## src/rtl/mhpq_ram.sv

```systemverilog
module mhpq_ram #(
    parameter int WIDTH = 32,
    parameter int DEPTH = 64
) (
    input  logic                     i_clk,
    input  logic                     i_we,
    input  logic [$clog2(DEPTH)-1:0] i_waddr,
    input  logic [WIDTH-1:0]         i_wdata,
    input  logic [$clog2(DEPTH)-1:0] i_raddr,
    output logic [WIDTH-1:0]         o_rdata
);

    logic [WIDTH-1:0] r_mem [DEPTH];
    logic [WIDTH-1:0] r_rdata;

    always_ff @(posedge i_clk) begin
        if (i_we) begin
            r_mem[i_waddr] <= i_wdata;
        end
        r_rdata <= r_mem[i_raddr];
    end

    assign o_rdata = r_rdata;

endmodule

```

## config.mk

```make
export PLATFORM = sky130hd
export DESIGN_NAME = mhpq_ram
export DESIGN_NICKNAME = d
export VERILOG_FILES = /design/src/rtl/mhpq_ram.sv
export SDC_FILE = /design/constraint.sdc
export NUM_CORES = 2
export LEC_CHECK = 0
export BUFFER_PORTS_ARGS = -buffer_cell sky130_fd_sc_hd__clkbuf_2
export CAP_MARGIN = 20
export CORE_MARGIN = 4
export CORE_UTILIZATION = 60
export CTS_CLUSTER_SIZE = 25
export DETAILED_ROUTE_END_ITERATION = 6
export GPL_ROUTABILITY_DRIVEN = 0
export PLACE_DENSITY_LB_ADDON = 0.08
export SKIP_CTS_REPAIR_TIMING = 1
export SLEW_MARGIN = 20
export SYNTH_ARGS = -nofsm -noshare
export SYNTH_HDL_FRONTEND = slang
export SYNTH_SLANG_ARGS = --single-unit
```

## constraint.sdc

```tcl
create_clock -name i_clk -period 8.8 [get_ports i_clk]
set_clock_uncertainty 0.1 [all_clocks]
set_input_delay 1.76 -clock i_clk [delete_from_list [all_inputs] [get_ports i_clk]]
set_output_delay 1.76 -clock i_clk [all_outputs]
set_load 0.03 [all_outputs]
```

Word-level counts from Yosys, hierarchy flattened

Memory sizes are Yosys's and may differ from the RTL's. A register that Yosys moved wholly into a read port is not among the register bits.
Cells that the tools add are included.

Output and inout port bits: 32
Bits of input ports: 46
Word-level logic and storage cells: 3
Memories kept: 1
RAM bits: 2048
Register bits after elaboration: 0

Memory list:

| memory | depth | bits a word | rd ports | clocked after memory_dff | write ports | RTL line | text |
|---|---|---|---|---|---|---|---|
| r_mem  | 64    | 32          | 1        | 1                        | 1           | 13       | `logic [WIDTH-1:0] r_mem [DEPTH];` |

Mux-type cells: 2

Operator list:

| operator | number |
|---|---|
| $mux 1   | 2 |

Longest topological paths before layout

Depth in word-level cells: 2
Mapped depth: 10
Depth with buffers taken out: 5

Worst setup path before layout

No wires, ideal clock.

Path type: input to register
Start: in i_waddr[3]
End: mem r_mem[48][0], enable pin
Required time: 8239 ps
Cell stages on the path: 4
Library setup time: 461 ps
Setup slack: 3780 ps
Arrival time: 4459 ps
Buffers on the path: 1
Path through: clkbuf_1 > nor2b_1 > nand4b_1 > nor3_1

RTL lines:

| item            | RTL line | text |
|---|---|---|
| start, declared | 7        | `input logic [$clog2(DEPTH)-1:0] i_waddr,` |
| end, declared   | 13       |  |

No word-level cell before the write port.

==> run summary <==
outcome: complete, no violations
dominant cells by area after synthesis: edfxtp_1 78%, mux4_2 16%, mux2i_1 1.2%
Max clock buf depth: 3
crit path launch type: input pin
Area after DPL: 0.0817 mm²
register area share after synthesis: 79.1%
Ys Warns: 0
Pre-antenna DRT Iters: 5
Tightest Pin Transition: 1.14 ns
arrival time of the worst setup path: 5.36 ns
NetSw: 4.29 mW
Cell Chain, Critical Path: buf_8 > buf_4 > nand2_1 > o22ai_1 > nor2_1 > a21oi_1 > nor2_1
Reg power frac: 54.5%
Final setup viols: 0
RSZ-0062 raised after global routing: false
CTS H-Tree Depth: 4
fin crit share: 54.7%
Root Buffer: clkbuf_16
starting density of the core: 60.5%
Synth area leader: edfxtp_1
Worst Hold Path EP: o_rdata[8]
area grow syn2layout: 12.0%
Slew Limit Fails: 0
DRC violations left: 0
chip height: 370 µm
Final Hold Fails: 0
crit path time final: 4.81 ns
IO Port Bufs: 77
switching fraction of total power: 21.2%
post-synthesis register bit count: 2080
Final nets: 3587
Routed WL: 203000 µm
Yosys cell types: 34
Top Ports: 78
Reg clk slew, reported paths: 0.06 ns
Comb pwr share: 5.2%
WL/cell: 37.2 µm
Total Neg Setup Slack: 0 ns
Detail Route Antenna Nets: 0
reg2reg end: o_rdata[18]
antenna violations before repair: 15
Top cell by count, worst path: nor2_1
Max Freq: 208 MHz
flop-to-flop setup slack: 6.45 ns
CTS Buf Count: 198
DIE WIDTH: 370 µm
layout cells sized above 1: 29.5%
Cell Area, Synth: 0.0785 mm²
fillers: 8086
kind of critical path: in -> reg
number of max-cap violations: 0
DR iter-0 viols: 5784
P_int: 15.9 mW
Setup crit end kind: flop
max incr delay on CP: 0.84 ns
fin area: 0.0880 mm²
type of the tightest min-delay check: reg -> reg
worst reg2reg path depth: 5
final HPWL from detailed placement: 106000 µm
Hold Path Origin: r_mem[12][8]
Worst Hold Depth: 4
Synth top area share: 78.3%
CP max FO: 78
drt via density: 6.92
Peak VDD IR: 0.215 mV
CTS tree: built
Post-Syn Instances: 3324
Lkg Pwr: 27.4 nW
Clock Power Share: 40.3%
largest net degree at the start of global routing: 94
cell row count: 132
Die Footprint: 0.137 mm²
number of global-route vias before repair: 37600
WP data required: 9.36 ns
vias: 37700
slew margin rel.: 23.9%
GR Overflow Total: 0
core area: 0.130 mm²
Worst path slowest cell: nand2_1
syn avg cell area: 23.6 µm²
clk_lat worst skew: 0.82 ns
total track usage: 30.2%
Post-Syn Nets: 3370
# clock sinks: 2080
first-pass GRT wire length: 285000 µm
Worst R2R Start: r_mem[55][18]
power density cells: 230 mW/mm²
-- critical path: cells and delay by family --
family          cells  cell delay (ns)
simple gates        3             1.08
buf+inv             2             1.20
compound gates      2             1.13
-- cells in the final DEF (no fill, tap or decap), drive strengths merged, types with 5 or more instances in the layout --
cell / count
or3b: 5
edfxtp: 2048
o221ai: 27
nand3b: 5
nor2: 137
nand3: 5
a22oi: 12
nor3: 7
dfxtp: 32
a311oi: 8
nand2: 26
nand2b: 8
clkinv: 80
nor2b: 15
mux2i: 93
diode: 5
mux4: 544
inv: 8
buf: 127
a21oi: 62
o22ai: 84
clkbuf: 337
bufinv: 10
-- routing by layer --
| metal | GRT usage [%] | vias to the layer above | share of wire (%) |
|---|---|---|---|
| li1 | - | 14700 | - |
| met1 | 45.1 | 20400 | 39 |
| met2 | 46.1 | 2356 | 47 |
| met3 | 7.23 | 288 | 11 |
| met4 | 7.88 | 8 | 2.5 |
| met5 | 0 | - | 0.029 |
-- state kept, by name, summed over array words and instances, names as in the netlist --
| register | flops |
|---|---|
| o_rdata | 32 |
| r_mem | 2048 |
-- metrics by stage --
stage | worst slack [ns] | utilization (%) | instances | hold slack, ns | power (mW)
after CTS | 4.09 | 67.7 | 5449 | 0.651 | 20.3
after global routing | 4.02 | 67.8 | 5449 | 0.670 | 20.8
after floorplan | 3.78 | - | 3324 | 0.563 | 11.8
after global placement | 3.27 | 63.0 | 5083 | 0.646 | 12.3
after detailed placement | 3.21 | 63.0 | 5083 | 0.635 | 12.3
final | 3.99 | 67.8 | 5454 | 0.661 | 20.2
-- power groups by stage --
stage	logic [mW]	clock network (mW)	registers (mW)
detailed placement	1.05	0	11.2
floorplan	0.533	0	11.2
global route	1.10	8.70	11.0
finish	1.05	8.16	11.0
CTS	1.05	8.24	11.0
global placement	1.03	0	11.2
-- synthesized netlist by cell type --
cell      instances
a31oi_1           1
edfxtp_1       2048
a311oi_1          8
nor2b_1          15
a41o_1            4
o22ai_1          84
a21oi_1          62
nor2_1          137
nand4b_1          1
buf_6             5
or3b_1            2
or3_1             3
nand2b_1          8
or2_2             1
nor3_1            7
a22oi_1          12
nand3b_1          5
dfxtp_1          32
nand3_1           5
buf_4            25
buf_2            57
and3_1            4
buf_1            21
mux2i_1          93
nand2_1          26
nand4_1           2
or2_0             1
or3b_2            3
and2_1            2
clkbuf_1         74
o221ai_1         27
or2_1             1
o32ai_1           4
mux4_2          544
-- worst max-delay path by stage --
stage | start | end | slack, ns
5_1_grt | i_raddr[1] | o_rdata[11] | 4.02
3_5_place_dp | i_raddr[1] | o_rdata[11] | 3.21
2_1_floorplan | i_waddr[3] | r_mem[48][0] | 3.78
6_report | i_raddr[1] | o_rdata[11] | 3.99
4_1_cts | i_raddr[1] | o_rdata[11] | 4.09
3_3_place_gp | i_raddr[1] | o_rdata[11] | 3.27
-- kinds of logic after synthesis --
family / Yosys count / synth area share [%]
AO/OA/AOI/OAI: 202 / 1.67
buffers and inverters: 182 / 1.13
flip-flops: 2080 / 79.1
multiplexers: 637 / 16.8
AND/OR/NAND/NOR: 223 / 1.27
-- cell type report --
| class | count | area (µm²) | share of cell area (%) |
|---|---|---|---|
| tap | 1742 | 2180 | 2.48 |
| clock inverter | 101 | 767 | 0.872 |
| timing repair buffer | 199 | 1440 | 1.63 |
| clock buffer | 265 | 5440 | 6.18 |
| multi-input combinational | 1062 | 16000 | 18.2 |
| sequential | 2080 | 62100 | 70.6 |
| antenna | 5 | 12.5 | 0.0142 |
Power figures use the tool's default switching activity.
